--- config.mk ---
export PLATFORM = sky130hd
export DESIGN_NAME = elevon_attitude_rate_controller_flat
export DESIGN_NICKNAME = d
export VERILOG_FILES = /design/src/rtl/earc_pkg.sv /design/src/rtl/earc_if.sv /design/src/rtl/earc_smul.sv /design/src/rtl/earc_axis.sv /design/src/rtl/elevon_attitude_rate_controller.sv /design/src/flat_wrapper.sv
export SDC_FILE = /design/constraint.sdc
export NUM_CORES = 2
export LEC_CHECK = 0
export BUFFER_PORTS_ARGS = -buffer_cell sky130_fd_sc_hd__buf_2
export CAP_MARGIN = 20
export CORE_MARGIN = 2
export CORE_UTILIZATION = 50
export DETAILED_ROUTE_END_ITERATION = 10
export PLACE_DENSITY_LB_ADDON = 0.15
export REMOVE_ABC_BUFFERS = 1
export SLEW_MARGIN = 25
export SYNTH_ARGS = -nofsm -noshare
export SYNTH_HDL_FRONTEND = slang
export SYNTH_SLANG_ARGS = --single-unit
--- constraint.sdc ---
create_clock -name clk -period 4.74 [get_ports clk]
set_clock_uncertainty 0.05 [all_clocks]
set_input_delay 1.185 -clock clk [delete_from_list [all_inputs] [get_ports clk]]
set_output_delay 1.185 -clock clk [all_outputs]
set_load 0.1 [all_outputs]
--- src/rtl/earc_pkg.sv ---
// shared types, constants and helpers for the elevon attitude-rate controller
package earc_pkg;

    localparam int FRAC_BITS = 12;
    localparam int LOOP_FRAC = 16;
    localparam int EST_SHIFT = FRAC_BITS + LOOP_FRAC;

    localparam int DATA_W  = 16;
    localparam int GAIN_W  = 16;
    localparam int CMD_W   = 14;
    localparam int MOT_W   = 13;
    localparam int IDX_W   = 3;
    localparam int CFG_W   = 16;
    localparam int EST_W   = 32;
    localparam int MCAND_W = EST_W + 1;
    localparam int PROD_W  = MCAND_W + 1 + GAIN_W;
    localparam int ACC_W   = 34;
    localparam int U_W     = 22;
    localparam int ERR_W   = 18;
    localparam int CLAMP_W = 24;

    localparam int ONE_Q    = 1 << FRAC_BITS;
    localparam int RATE_LIM = 2 * ONE_Q;
    localparam int YAW_LIM  = ONE_Q / 4;
    localparam int HOLD_LIM = (3 * ONE_Q + 5) / 10;

    localparam logic [GAIN_W-1:0] RST_ATT_GAIN  = GAIN_W'(4096);
    localparam logic [GAIN_W-1:0] RST_RATE_GAIN = GAIN_W'(4096);
    localparam logic [GAIN_W-1:0] RST_DAMP_GAIN = GAIN_W'(0);
    localparam logic [GAIN_W-1:0] RST_YAW_GAIN  = GAIN_W'(4096);
    localparam logic [MOT_W-1:0]  RST_IDLE      = MOT_W'(0);
    localparam logic [GAIN_W-1:0] RST_PERIOD    = GAIN_W'(66);

    typedef enum logic [IDX_W-1:0] {
        CFG_ATT_GAIN  = 3'd0,
        CFG_RATE_GAIN = 3'd1,
        CFG_DAMP_GAIN = 3'd2,
        CFG_YAW_GAIN  = 3'd3,
        CFG_IDLE      = 3'd4,
        CFG_PERIOD    = 3'd5
    } cfg_idx_t;

    typedef struct packed {
        logic [GAIN_W-1:0] attitude_gain;
        logic [GAIN_W-1:0] rate_gain;
        logic [GAIN_W-1:0] damping_gain;
        logic [GAIN_W-1:0] yaw_gain;
        logic [MOT_W-1:0]  idle_level;
        logic [GAIN_W-1:0] loop_period;
    } cfg_t;

    // saturate a signed value to [lo, hi]
    function automatic logic signed [CLAMP_W-1:0] clamp(
        input logic signed [CLAMP_W-1:0] v,
        input int lo,
        input int hi
    );
        logic signed [CLAMP_W-1:0] r;
        if (v < lo)
            r = CLAMP_W'(lo);
        else if (v > hi)
            r = CLAMP_W'(hi);
        else
            r = v;
        return r;
    endfunction

endpackage

--- src/rtl/earc_if.sv ---
// handshake channel interfaces: input sample, result, configuration write
interface earc_in_if;
    import earc_pkg::*;
    logic                     valid;
    logic                     ready;
    logic                     setpoint_valid;
    logic signed [DATA_W-1:0] roll_setpoint;
    logic signed [DATA_W-1:0] pitch_setpoint;
    logic signed [DATA_W-1:0] yaw_rate_setpoint;
    logic signed [DATA_W-1:0] thrust_setpoint;
    logic signed [DATA_W-1:0] gyro_x;
    logic signed [DATA_W-1:0] gyro_y;
    logic signed [DATA_W-1:0] gyro_z;
    logic                     hold_request;

    modport source (
        output valid, setpoint_valid, roll_setpoint, pitch_setpoint, yaw_rate_setpoint,
               thrust_setpoint, gyro_x, gyro_y, gyro_z, hold_request,
        input  ready
    );
    modport sink (
        input  valid, setpoint_valid, roll_setpoint, pitch_setpoint, yaw_rate_setpoint,
               thrust_setpoint, gyro_x, gyro_y, gyro_z, hold_request,
        output ready
    );
endinterface

interface earc_out_if;
    import earc_pkg::*;
    logic                    valid;
    logic                    ready;
    logic signed [CMD_W-1:0] left_elevon;
    logic signed [CMD_W-1:0] right_elevon;
    logic [MOT_W-1:0]        motor_left;
    logic [MOT_W-1:0]        motor_right;

    modport source (
        output valid, left_elevon, right_elevon, motor_left, motor_right,
        input  ready
    );
    modport sink (
        input  valid, left_elevon, right_elevon, motor_left, motor_right,
        output ready
    );
endinterface

interface earc_cfg_if;
    import earc_pkg::*;
    logic             valid;
    logic             ready;
    logic [IDX_W-1:0] index;
    logic [CFG_W-1:0] data;

    modport source (output valid, index, data, input ready);
    modport sink (input valid, index, data, output ready);
endinterface

--- src/rtl/earc_smul.sv ---
// bit-serial signed by unsigned shift-add multiplier, one multiplier bit per cycle
module earc_smul (
    input  logic                                clk,
    input  logic                                rst_n,
    input  logic                                start,
    input  logic signed [earc_pkg::MCAND_W-1:0] mcand,
    input  logic [earc_pkg::GAIN_W-1:0]         mplier,
    output logic                                done,
    output logic signed [earc_pkg::PROD_W-1:0]  product
);
    import earc_pkg::*;

    localparam int CNT_W = $clog2(GAIN_W);

    logic signed [MCAND_W-1:0] mcand_reg;
    logic signed [MCAND_W:0]   hi_reg;
    logic signed [MCAND_W:0]   hi_next;
    logic signed [MCAND_W:0]   sum;
    logic signed [MCAND_W:0]   addend;
    logic [GAIN_W-1:0]         lo_reg;
    logic [GAIN_W-1:0]         lo_next;
    logic [CNT_W-1:0]          cnt_reg;
    logic                      busy_reg;
    logic                      done_reg;

    // low half doubles as the multiplier shift register
    always_comb
    begin
        addend  = lo_reg[0] ? (MCAND_W + 1)'(mcand_reg) : '0;
        sum     = hi_reg + addend;
        hi_next = sum >>> 1;
        lo_next = {sum[0], lo_reg[GAIN_W-1:1]};
    end

    always_ff @(posedge clk or negedge rst_n)
    begin
        if (!rst_n)
        begin
            busy_reg <= 1'b0;
            done_reg <= 1'b0;
            cnt_reg  <= '0;
        end
        else if (start)
        begin
            busy_reg <= 1'b1;
            done_reg <= 1'b0;
            cnt_reg  <= '0;
        end
        else if (busy_reg)
        begin
            cnt_reg  <= cnt_reg + 1'b1;
            done_reg <= (cnt_reg == CNT_W'(GAIN_W - 1));
            busy_reg <= (cnt_reg != CNT_W'(GAIN_W - 1));
        end
        else
        begin
            done_reg <= 1'b0;
        end
    end

    always_ff @(posedge clk)
    begin
        if (start)
        begin
            mcand_reg <= mcand;
            hi_reg    <= '0;
            lo_reg    <= mplier;
        end
        else if (busy_reg)
        begin
            hi_reg <= hi_next;
            lo_reg <= lo_next;
        end
    end

    assign done    = done_reg;
    assign product = {hi_reg, lo_reg};

endmodule

--- src/rtl/earc_axis.sv ---
// one roll or pitch axis: angle estimate, angle loop and rate loop on a serial multiplier
module earc_axis (
    input  logic                               clk,
    input  logic                               rst_n,
    input  logic                               start,
    input  logic                               hold,
    input  earc_pkg::cfg_t                     cfg,
    input  logic signed [earc_pkg::DATA_W-1:0] setpoint,
    input  logic signed [earc_pkg::DATA_W-1:0] rate,
    output logic                               done,
    output logic signed [earc_pkg::U_W-1:0]    u
);
    import earc_pkg::*;

    typedef enum logic [2:0] {
        AX_IDLE,
        AX_ATT,
        AX_EST,
        AX_RATE,
        AX_DAMP
    } ax_state_t;

    ax_state_t                 state_reg;
    logic signed [EST_W-1:0]   est_reg;
    logic signed [DATA_W-1:0]  rc_reg;
    logic signed [ACC_W-1:0]   acc_reg;
    logic signed [U_W-1:0]     u_reg;
    logic                      done_reg;

    logic                      mul_start;
    logic                      mul_done;
    logic signed [MCAND_W-1:0] mcand;
    logic [GAIN_W-1:0]         mplier;
    logic signed [PROD_W-1:0]  product;

    logic signed [MCAND_W-1:0] sp_scaled;
    logic signed [MCAND_W-1:0] angle_err;
    logic signed [PROD_W-1:0]  att_full;
    logic signed [U_W-1:0]     att_sh;
    logic signed [CLAMP_W-1:0] rc_lim;
    logic signed [EST_W:0]     est_sum;
    logic signed [EST_W-1:0]   est_sat;
    logic signed [ERR_W-1:0]   rate_err;
    logic signed [ACC_W-1:0]   fin;
    logic signed [ACC_W-1:0]   fin_sh;

    always_comb
    begin
        // error uses the estimate from before this sample
        sp_scaled = MCAND_W'(setpoint) <<< LOOP_FRAC;
        angle_err = sp_scaled - MCAND_W'(est_reg);

        att_full = product >>> EST_SHIFT;
        att_sh   = $signed(att_full[U_W-1:0]);
        rc_lim   = clamp(CLAMP_W'(att_sh), -RATE_LIM, RATE_LIM);

        est_sum = (EST_W + 1)'(est_reg) + $signed(product[EST_W:0]);
        if (est_sum[EST_W] != est_sum[EST_W-1])
            est_sat = est_sum[EST_W] ? {1'b1, {(EST_W-1){1'b0}}} : {1'b0, {(EST_W-1){1'b1}}};
        else
            est_sat = est_sum[EST_W-1:0];

        rate_err = ERR_W'(rc_reg) - ERR_W'(rate);

        fin    = acc_reg - $signed(product[ACC_W-1:0]);
        fin_sh = fin >>> FRAC_BITS;

        case (state_reg)
            AX_IDLE:
            begin
                mcand  = angle_err;
                mplier = cfg.attitude_gain;
            end
            AX_ATT:
            begin
                mcand  = MCAND_W'(rate);
                mplier = cfg.loop_period;
            end
            AX_EST:
            begin
                mcand  = MCAND_W'(rate_err);
                mplier = cfg.rate_gain;
            end
            AX_RATE:
            begin
                mcand  = MCAND_W'(rate);
                mplier = hold ? '0 : cfg.damping_gain;
            end
            default:
            begin
                mcand  = '0;
                mplier = '0;
            end
        endcase

        mul_start = ((state_reg == AX_IDLE) && start) ||
                    (((state_reg == AX_ATT) || (state_reg == AX_EST) ||
                      (state_reg == AX_RATE)) && mul_done);
    end

    earc_smul u_smul (
        .clk     (clk),
        .rst_n   (rst_n),
        .start   (mul_start),
        .mcand   (mcand),
        .mplier  (mplier),
        .done    (mul_done),
        .product (product)
    );

    always_ff @(posedge clk or negedge rst_n)
    begin
        if (!rst_n)
        begin
            state_reg <= AX_IDLE;
            est_reg   <= '0;
            rc_reg    <= '0;
            acc_reg   <= '0;
            u_reg     <= '0;
            done_reg  <= 1'b0;
        end
        else
        begin
            done_reg <= 1'b0;
            case (state_reg)
                AX_IDLE:
                begin
                    if (start)
                        state_reg <= AX_ATT;
                end
                AX_ATT:
                begin
                    if (mul_done)
                    begin
                        // hold mode drops the angle loop
                        rc_reg    <= hold ? '0 : DATA_W'(rc_lim);
                        state_reg <= AX_EST;
                    end
                end
                AX_EST:
                begin
                    if (mul_done)
                    begin
                        est_reg   <= est_sat;
                        state_reg <= AX_RATE;
                    end
                end
                AX_RATE:
                begin
                    if (mul_done)
                    begin
                        acc_reg   <= $signed(product[ACC_W-1:0]);
                        state_reg <= AX_DAMP;
                    end
                end
                AX_DAMP:
                begin
                    if (mul_done)
                    begin
                        u_reg     <= $signed(fin_sh[U_W-1:0]);
                        done_reg  <= 1'b1;
                        state_reg <= AX_IDLE;
                    end
                end
                default:
                begin
                    state_reg <= AX_IDLE;
                end
            endcase
        end
    end

    assign done = done_reg;
    assign u    = u_reg;

endmodule

--- src/rtl/elevon_attitude_rate_controller.sv ---
// top level: setpoint latch, hold logic, roll/pitch/yaw loops and elevon mixer
//
//  channel  dir   handshake          payload
//  in_ch    in    valid/ready        setpoint_valid, 4 setpoints, gyro_x/y/z, hold_request
//  out_ch   out   valid/ready        left_elevon/right_elevon, motor_left/right
//  cfg_ch   in    valid/ready        index, data
//
//  one transaction at a time: the next sample can be accepted only after the result is registered
//  each axis runs four serial multiplies back to back (angle, estimate, rate, damping),
//  each a load plus 16 shift-add steps, then the top collects the done flags and registers the result
//  yaw uses a third serial multiplier in parallel with the axes
//  a finished result sits in the output register; a new sample is taken while it waits,
//  and its result then waits until the register frees, holding off the input
//  reset restores the gains and clears setpoints, hold mode and estimates; both inputs
//  are ready from the first clock edge after reset release
module elevon_attitude_rate_controller (
    input  logic      clk,
    input  logic      rst_n,
    earc_in_if.sink   in_ch,
    earc_out_if.source out_ch,
    earc_cfg_if.sink  cfg_ch
);
    import earc_pkg::*;

    typedef enum logic [1:0] {
        T_IDLE,
        T_START,
        T_RUN,
        T_FIN
    } top_state_t;

    top_state_t                state_reg;
    cfg_t                      cfg_reg;
    logic                      live_reg;

    // latched setpoint and hold flag
    logic signed [DATA_W-1:0]  held_roll_reg;
    logic signed [DATA_W-1:0]  held_pitch_reg;
    logic signed [DATA_W-1:0]  held_yaw_reg;
    logic signed [DATA_W-1:0]  held_thrust_reg;
    logic                      hold_reg;

    // gyro sample of the transaction in flight
    logic signed [DATA_W-1:0]  gx_reg;
    logic signed [DATA_W-1:0]  gy_reg;
    logic signed [DATA_W-1:0]  gz_reg;

    logic                      roll_seen_reg;
    logic                      pitch_seen_reg;
    logic                      yaw_seen_reg;
    logic signed [U_W-1:0]     yaw_u_reg;

    logic                      out_valid_reg;
    logic                      out_valid_next;
    logic signed [CMD_W-1:0]   el_reg;
    logic signed [CMD_W-1:0]   er_reg;
    logic [MOT_W-1:0]          ml_reg;
    logic [MOT_W-1:0]          mr_reg;

    logic                      in_accept;
    logic                      go;
    logic                      roll_done;
    logic                      pitch_done;
    logic                      yaw_done;
    logic signed [U_W-1:0]     roll_u;
    logic signed [U_W-1:0]     pitch_u;

    logic signed [DATA_W:0]    yaw_err;
    logic signed [PROD_W-1:0]  yaw_prod;
    logic signed [PROD_W-1:0]  yaw_sh;

    logic signed [CLAMP_W-1:0] sum_lr;
    logic signed [CLAMP_W-1:0] dif_lr;
    logic signed [CLAMP_W-1:0] yaw_mix;
    logic signed [CLAMP_W-1:0] thr;
    logic signed [CLAMP_W-1:0] idle_ext;
    logic signed [CLAMP_W-1:0] el_c;
    logic signed [CLAMP_W-1:0] er_c;
    logic signed [CLAMP_W-1:0] ml_c;
    logic signed [CLAMP_W-1:0] mr_c;
    logic                      all_done;
    logic                      out_free;

    // nothing is taken while reset is held
    assign in_accept = in_ch.valid && in_ch.ready;
    assign in_ch.ready = live_reg && (state_reg == T_IDLE);
    assign cfg_ch.ready = live_reg;
    assign go = (state_reg == T_START);

    // yaw loop: rate error times yaw gain
    assign yaw_err = (DATA_W + 1)'(held_yaw_reg) - (DATA_W + 1)'(gz_reg);
    assign yaw_sh  = yaw_prod >>> FRAC_BITS;

    earc_smul u_yaw_mul (
        .clk     (clk),
        .rst_n   (rst_n),
        .start   (go),
        .mcand   (MCAND_W'(yaw_err)),
        .mplier  (cfg_reg.yaw_gain),
        .done    (yaw_done),
        .product (yaw_prod)
    );

    earc_axis u_roll (
        .clk      (clk),
        .rst_n    (rst_n),
        .start    (go),
        .hold     (hold_reg),
        .cfg      (cfg_reg),
        .setpoint (held_roll_reg),
        .rate     (gx_reg),
        .done     (roll_done),
        .u        (roll_u)
    );

    earc_axis u_pitch (
        .clk      (clk),
        .rst_n    (rst_n),
        .start    (go),
        .hold     (hold_reg),
        .cfg      (cfg_reg),
        .setpoint (held_pitch_reg),
        .rate     (gy_reg),
        .done     (pitch_done),
        .u        (pitch_u)
    );

    // elevon and motor mixing
    always_comb
    begin
        sum_lr   = CLAMP_W'(pitch_u) + CLAMP_W'(roll_u);
        dif_lr   = CLAMP_W'(pitch_u) - CLAMP_W'(roll_u);
        yaw_mix  = clamp(CLAMP_W'(yaw_u_reg), -YAW_LIM, YAW_LIM);
        thr      = clamp(CLAMP_W'(held_thrust_reg), 0, ONE_Q);
        idle_ext = CLAMP_W'(cfg_reg.idle_level);
        if (hold_reg)
        begin
            // hold: pure rate damping, motors at idle
            el_c = clamp(CLAMP_W'(roll_u), -HOLD_LIM, HOLD_LIM);
            er_c = clamp(CLAMP_W'(pitch_u), -HOLD_LIM, HOLD_LIM);
            ml_c = clamp(idle_ext, 0, ONE_Q);
            mr_c = ml_c;
        end
        else
        begin
            el_c = clamp(sum_lr, -ONE_Q, ONE_Q);
            er_c = clamp(dif_lr, -ONE_Q, ONE_Q);
            ml_c = clamp(thr - yaw_mix, 0, ONE_Q);
            mr_c = clamp(thr + yaw_mix, 0, ONE_Q);
        end
        all_done = (roll_seen_reg || roll_done) && (pitch_seen_reg || pitch_done) &&
                   (yaw_seen_reg || yaw_done);
        out_free = !out_valid_reg || out_ch.ready;
        // a new result replaces the one leaving in the same cycle
        out_valid_next = ((state_reg == T_FIN) && out_free) ||
                         (out_valid_reg && !out_ch.ready);
    end

    always_ff @(posedge clk or negedge rst_n)
    begin
        if (!rst_n)
        begin
            state_reg       <= T_IDLE;
            live_reg        <= 1'b0;
            cfg_reg         <= '{attitude_gain: RST_ATT_GAIN, rate_gain: RST_RATE_GAIN,
                                 damping_gain: RST_DAMP_GAIN, yaw_gain: RST_YAW_GAIN,
                                 idle_level: RST_IDLE, loop_period: RST_PERIOD};
            held_roll_reg   <= '0;
            held_pitch_reg  <= '0;
            held_yaw_reg    <= '0;
            held_thrust_reg <= '0;
            hold_reg        <= 1'b0;
            roll_seen_reg   <= 1'b0;
            pitch_seen_reg  <= 1'b0;
            yaw_seen_reg    <= 1'b0;
            out_valid_reg   <= 1'b0;
        end
        else
        begin
            live_reg      <= 1'b1;
            out_valid_reg <= out_valid_next;

            // writes land at once; host must write only with nothing in flight; unenforced
            if (cfg_ch.valid && cfg_ch.ready)
            begin
                case (cfg_idx_t'(cfg_ch.index))
                    CFG_ATT_GAIN:  cfg_reg.attitude_gain <= cfg_ch.data;
                    CFG_RATE_GAIN: cfg_reg.rate_gain     <= cfg_ch.data;
                    CFG_DAMP_GAIN: cfg_reg.damping_gain  <= cfg_ch.data;
                    CFG_YAW_GAIN:  cfg_reg.yaw_gain      <= cfg_ch.data;
                    CFG_IDLE:      cfg_reg.idle_level    <= cfg_ch.data[MOT_W-1:0];
                    CFG_PERIOD:    cfg_reg.loop_period   <= cfg_ch.data;
                    default:       ;
                endcase
            end

            case (state_reg)
                T_IDLE:
                begin
                    if (in_accept)
                    begin
                        // a valid setpoint wins over a hold request
                        if (in_ch.setpoint_valid)
                        begin
                            held_roll_reg   <= in_ch.roll_setpoint;
                            held_pitch_reg  <= in_ch.pitch_setpoint;
                            held_yaw_reg    <= in_ch.yaw_rate_setpoint;
                            held_thrust_reg <= in_ch.thrust_setpoint;
                            hold_reg        <= 1'b0;
                        end
                        else if (in_ch.hold_request)
                        begin
                            hold_reg <= 1'b1;
                        end
                        state_reg <= T_START;
                    end
                end
                T_START:
                begin
                    roll_seen_reg  <= 1'b0;
                    pitch_seen_reg <= 1'b0;
                    yaw_seen_reg   <= 1'b0;
                    state_reg      <= T_RUN;
                end
                T_RUN:
                begin
                    if (roll_done)
                        roll_seen_reg <= 1'b1;
                    if (pitch_done)
                        pitch_seen_reg <= 1'b1;
                    if (yaw_done)
                        yaw_seen_reg <= 1'b1;
                    if (all_done)
                        state_reg <= T_FIN;
                end
                T_FIN:
                begin
                    if (out_free)
                        state_reg <= T_IDLE;
                end
                default:
                begin
                    state_reg <= T_IDLE;
                end
            endcase
        end
    end

    // payload registers
    always_ff @(posedge clk)
    begin
        if (in_accept)
        begin
            gx_reg <= in_ch.gyro_x;
            gy_reg <= in_ch.gyro_y;
            gz_reg <= in_ch.gyro_z;
        end
        if (yaw_done)
            yaw_u_reg <= $signed(yaw_sh[U_W-1:0]);
        if ((state_reg == T_FIN) && out_free)
        begin
            el_reg <= CMD_W'(el_c);
            er_reg <= CMD_W'(er_c);
            ml_reg <= MOT_W'(ml_c);
            mr_reg <= MOT_W'(mr_c);
        end
    end

    assign out_ch.valid        = out_valid_reg;
    assign out_ch.left_elevon  = el_reg;
    assign out_ch.right_elevon = er_reg;
    assign out_ch.motor_left   = ml_reg;
    assign out_ch.motor_right  = mr_reg;

endmodule

--- src/flat_wrapper.sv ---
// flat-port wrapper written by rule: the top's interface ports become plain ports
module elevon_attitude_rate_controller_flat import earc_pkg::*;
  (clk, rst_n, in_ch_valid, in_ch_setpoint_valid, in_ch_roll_setpoint, in_ch_pitch_setpoint, in_ch_yaw_rate_setpoint, in_ch_thrust_setpoint, in_ch_gyro_x, in_ch_gyro_y, in_ch_gyro_z, in_ch_hold_request, in_ch_ready, out_ch_valid, out_ch_left_elevon, out_ch_right_elevon, out_ch_motor_left, out_ch_motor_right, out_ch_ready, cfg_ch_valid, cfg_ch_index, cfg_ch_data, cfg_ch_ready);
  earc_in_if in_ch_i ();
  earc_out_if out_ch_i ();
  earc_cfg_if cfg_ch_i ();
  input  logic clk;
  input  logic rst_n;
  input wire logic [$bits(in_ch_i.valid)-1:0] in_ch_valid;
  input wire logic [$bits(in_ch_i.setpoint_valid)-1:0] in_ch_setpoint_valid;
  input wire logic [$bits(in_ch_i.roll_setpoint)-1:0] in_ch_roll_setpoint;
  input wire logic [$bits(in_ch_i.pitch_setpoint)-1:0] in_ch_pitch_setpoint;
  input wire logic [$bits(in_ch_i.yaw_rate_setpoint)-1:0] in_ch_yaw_rate_setpoint;
  input wire logic [$bits(in_ch_i.thrust_setpoint)-1:0] in_ch_thrust_setpoint;
  input wire logic [$bits(in_ch_i.gyro_x)-1:0] in_ch_gyro_x;
  input wire logic [$bits(in_ch_i.gyro_y)-1:0] in_ch_gyro_y;
  input wire logic [$bits(in_ch_i.gyro_z)-1:0] in_ch_gyro_z;
  input wire logic [$bits(in_ch_i.hold_request)-1:0] in_ch_hold_request;
  output wire logic [$bits(in_ch_i.ready)-1:0] in_ch_ready;
  output wire logic [$bits(out_ch_i.valid)-1:0] out_ch_valid;
  output wire logic [$bits(out_ch_i.left_elevon)-1:0] out_ch_left_elevon;
  output wire logic [$bits(out_ch_i.right_elevon)-1:0] out_ch_right_elevon;
  output wire logic [$bits(out_ch_i.motor_left)-1:0] out_ch_motor_left;
  output wire logic [$bits(out_ch_i.motor_right)-1:0] out_ch_motor_right;
  input wire logic [$bits(out_ch_i.ready)-1:0] out_ch_ready;
  input wire logic [$bits(cfg_ch_i.valid)-1:0] cfg_ch_valid;
  input wire logic [$bits(cfg_ch_i.index)-1:0] cfg_ch_index;
  input wire logic [$bits(cfg_ch_i.data)-1:0] cfg_ch_data;
  output wire logic [$bits(cfg_ch_i.ready)-1:0] cfg_ch_ready;
  assign in_ch_i.valid = in_ch_valid;
  assign in_ch_i.setpoint_valid = in_ch_setpoint_valid;
  assign in_ch_i.roll_setpoint = in_ch_roll_setpoint;
  assign in_ch_i.pitch_setpoint = in_ch_pitch_setpoint;
  assign in_ch_i.yaw_rate_setpoint = in_ch_yaw_rate_setpoint;
  assign in_ch_i.thrust_setpoint = in_ch_thrust_setpoint;
  assign in_ch_i.gyro_x = in_ch_gyro_x;
  assign in_ch_i.gyro_y = in_ch_gyro_y;
  assign in_ch_i.gyro_z = in_ch_gyro_z;
  assign in_ch_i.hold_request = in_ch_hold_request;
  assign in_ch_ready = in_ch_i.ready;
  assign out_ch_valid = out_ch_i.valid;
  assign out_ch_left_elevon = out_ch_i.left_elevon;
  assign out_ch_right_elevon = out_ch_i.right_elevon;
  assign out_ch_motor_left = out_ch_i.motor_left;
  assign out_ch_motor_right = out_ch_i.motor_right;
  assign out_ch_i.ready = out_ch_ready;
  assign cfg_ch_i.valid = cfg_ch_valid;
  assign cfg_ch_i.index = cfg_ch_index;
  assign cfg_ch_i.data = cfg_ch_data;
  assign cfg_ch_ready = cfg_ch_i.ready;
  elevon_attitude_rate_controller u_core (.clk(clk), .rst_n(rst_n), .in_ch(in_ch_i), .out_ch(out_ch_i), .cfg_ch(cfg_ch_i));
endmodule
==> flow_metrics.env <==
export IMPL_required_ps=5180
export IMPL_rr_startpoint="u_core.held_thrust_reg[0]"
export IMPL_synth_cell_types=99
export IMPL_drive_gt1_frac=0.133
export IMPL_multiInputGateArea_um2=27100
export IMPL_criticalPathCategory="flop to flop"
export IMPL_placementRows=114
export IMPL_worstPathArrival_ps=4880
export IMPL_cts_root_buffer="clkbuf_16"
export IMPL_gr_total_overflow=0
export IMPL_crit_top_cell="o21ai_0"
export IMPL_critical_path_top_delay_family="compound AO/OA/AOI/OAI gates"
export IMPL_wl_um=127000
export IMPL_period_share=0.937
export IMPL_hold_path_class="flop to flop"
export IMPL_grt_antenna_before_repair=4
export IMPL_fp_dieW_um=316
export IMPL_grt_max_degree=84
export IMPL_cts_tree="yes"
export IMPL_ys_seq_area_frac=0.404
export IMPL_ys_ff_latch=753
export IMPL_async_reset_ff_frac=0.530
export IMPL_io_buffer_count=194
export IMPL_startpoint_type="flop"
export IMPL_syn_to_final_growth_pct=11.8
export IMPL_gr_usage_met3=0.0491
export IMPL_dp_hpwl_um=95100
export IMPL_die_area_um2=99600
export IMPL_cp_startpoint="u_core.held_thrust_reg[0]"
export IMPL_path_max_fanout=12
export IMPL_h_tree_depth=3
export IMPL_grt_pass1_vias=36139
export IMPL_diodes=0
export IMPL_grt_pass1_wl_um=201000
export IMPL_min_to="u_core.u_yaw_mul.hi_reg[30]"
export IMPL_drt_iter0_markers=2597
export IMPL_synth_cells=5090
export IMPL_nFillCells=8727
export IMPL_hp_start="u_core.u_yaw_mul.hi_reg[30]"
export IMPL_drc=0
export IMPL_core_area_um2=96400
export IMPL_grt_setup_unrepaired="false"
export IMPL_largest_reg_flops=93
export IMPL_finalSetupViolations=0
export IMPL_max_stage_delay_ps=430
export IMPL_drtAntennaViolNets=0
export IMPL_worstRegToRegCells=17
export IMPL_finalHoldViolCount=0
export IMPL_synth_edf_count=255
export IMPL_grtUsageMet2=0.395
export IMPL_die_y_um=316
export IMPL_p_per_area_nw_per_um2=680
export IMPL_final_max_slew_viol_count=0
export IMPL_vias=37948
export IMPL_drt_vias_per_instance=5.73
export IMPL_mostFrequentLayoutCell="dfrtp_1"
export IMPL_holdPathStages=2
export IMPL_gp_congestion=0.914
export IMPL_ff_latch_area_um2=19600
export IMPL_crit_slowest_cell="or3_4"
export IMPL_clockBufferDepth=3
export IMPL_cts_hold_buf=0
export IMPL_setup_worst_path_end_class="flop"
export IMPL_irDropWorstVdd_mv=0.408
export IMPL_worstReg2RegEnd="u_core.out_ch.motor_left[5]"
export IMPL_cts_made_buffers=89
export IMPL_cp_cell_sequence="nor4_2 > nand3_1 > a2111oi_2 > buf_4 > and2_2 > ha_1 > nor2b_1 > o21ai_0 > a21boi_0 > o21ai_0 > a21oi_1 > a211o_1 > a21oi_1 > nand2_1 > a2bb2oi_1 > or3_4 > o21ai_0"
export IMPL_ys_warn_count=0
export IMPL_wl_per_cell_um=19.2
export IMPL_ff2ff_setup_slack_ps=300
export IMPL_outcome="finished clean"
export IMPL_p_total_uw=36900
export IMPL_relSlewSlack=0.311
export IMPL_start_util=0.503
export IMPL_worst_pin_slew_ps=1030
export IMPL_timing_fmax_mhz=225
export IMPL_cts_sinks=753
export IMPL_ios=195
export IMPL_fin_nets=5810
export IMPL_p_leak_uw=0.0247
export IMPL_synth_flop_cell="dfrtp_1"
export IMPL_syn_area_um2=48500
export IMPL_holdWs_ps=403
export IMPL_synth_avg_cell_area_um2=9.54
export IMPL_cts_clk_slew_worst_paths_ps=60
export IMPL_drtPass1Iterations=6
export IMPL_cp_buffers_inverters=1
export IMPL_final_cell_mix="dfrtp_1, o21ai_0, ha_1"
export IMPL_use_met1=0.361
export IMPL_grtUsageTotal=0.254
export IMPL_insertion_delay_ps=660
export IMPL_max_cap_viol_count=0
export IMPL_fin_crit_ps=4440
export IMPL_busiest_layer="met2"
layout make-up:
class / count / area share
inverter: 326 / 0.0226
clock buffer: 116 / 0.0448
multi-input combinational: 3819 / 0.499
timing repair buffer: 280 / 0.0314
sequential: 753 / 0.362
clock inverter: 50 / 0.0109
tap: 1276 / 0.0294
logic make-up (layout without fill, tap and decap cells):
logic type      after synthesis  in the layout  synth area share
xor+xnor                    327            327            0.0592
fa+ha+maj                   439            439             0.114
flops                       753            753             0.404
other cells                   2              5          0.000155
buf+inv                     521            772            0.0408
mux                         284            284            0.0633
simple gates               1340           1340             0.133
compound gates             1424           1424             0.186
worst max path at each step:
stage,end,slack [ps],depth (start not counted)
2_1_floorplan,u_core.u_pitch.est_reg[10],-380,11
3_3_place_gp,u_core.out_ch.motor_right[5],7,17
3_5_place_dp,u_core.out_ch.motor_right[4],-120,17
4_1_cts,u_core.out_ch.motor_left[6],60,17
5_1_grt,u_core.out_ch.motor_right[8],40,18
6_report,u_core.out_ch.motor_left[5],300,17
cell usage after synthesis (all sizes together) (12+ instances only):
cell type,number,area [um2]
maj3,36,389
o21a,46,345
a21o,115,863
nor4,34,219
a221oi,12,118
clkbuf,162,608
nand2,381,1430
a31oi,32,200
fa,12,240
and4,12,105
or2,15,93.8
a21boi,26,199
o21ai,451,2290
or4,13,101
edfxtp,255,7660
nand2b,57,357
nand3b,12,90.1
a22o,34,298
ha,391,4890
buf,33,149
a211oi,83,628
nand3,70,350
or3,25,156
inv,323,1210
nand4,37,231
o22ai,29,181
nor2,372,1400
mux2,183,2060
dfxtp,99,1980
a22oi,26,195
xor2,139,1220
o31ai,31,243
dfrtp,394,9860
o211ai,25,188
xnor2,188,1650
mux2i,101,1010
nor3,86,430
a21oi,349,1750
o21bai,43,327
and2,106,663
a2111oi,17,180
nor2b,61,382
and3,35,219
through the flow:
step,worst slack [ps],area (um2),util,TNS (ps),cells
after floorplan,-378,47800,-,-19960,4898
after global placement,6.76,51100,0.530,0,6448
after detailed placement,-116,51100,0.530,-690,6449
after CTS,58.2,54200,0.562,0,6616
after global routing,35.8,54300,0.563,0,6620
final,298,54300,0.563,0,6620
worst reg2reg max path, delay by kind of cell, from the launching register on:
family                     cells  cell delay, ps
and+or+nand+nor                6            1320
DFF                            1             410
AOI/OAI and AO/OA              9            2030
adders and majority gates      1             260
buffers and inverters          1             210
power breakdown:
| part | switching [uW] | internal, uW |
|---|---|---|
| Sequential | 1870 | 9120 |
| Clock | 2850 | 4280 |
| Combinational | 11100 | 7680 |
per-layer routing:
layer / up-vias / part of all wire
met5: - / 0
met1: 18100 / 0.47
met2: 960 / 0.44
li1: 18701 / -
met4: 0 / 0.025
met3: 187 / 0.065
repair_timing:
item | CTS | global route
resized for setup | 0 | 10
endpoints found under the setup margin | 10 | 27
pin swaps | 1 | 0
setup buffers | 1 | 2
No activity file was read; power rests on OpenSTA's default activity.
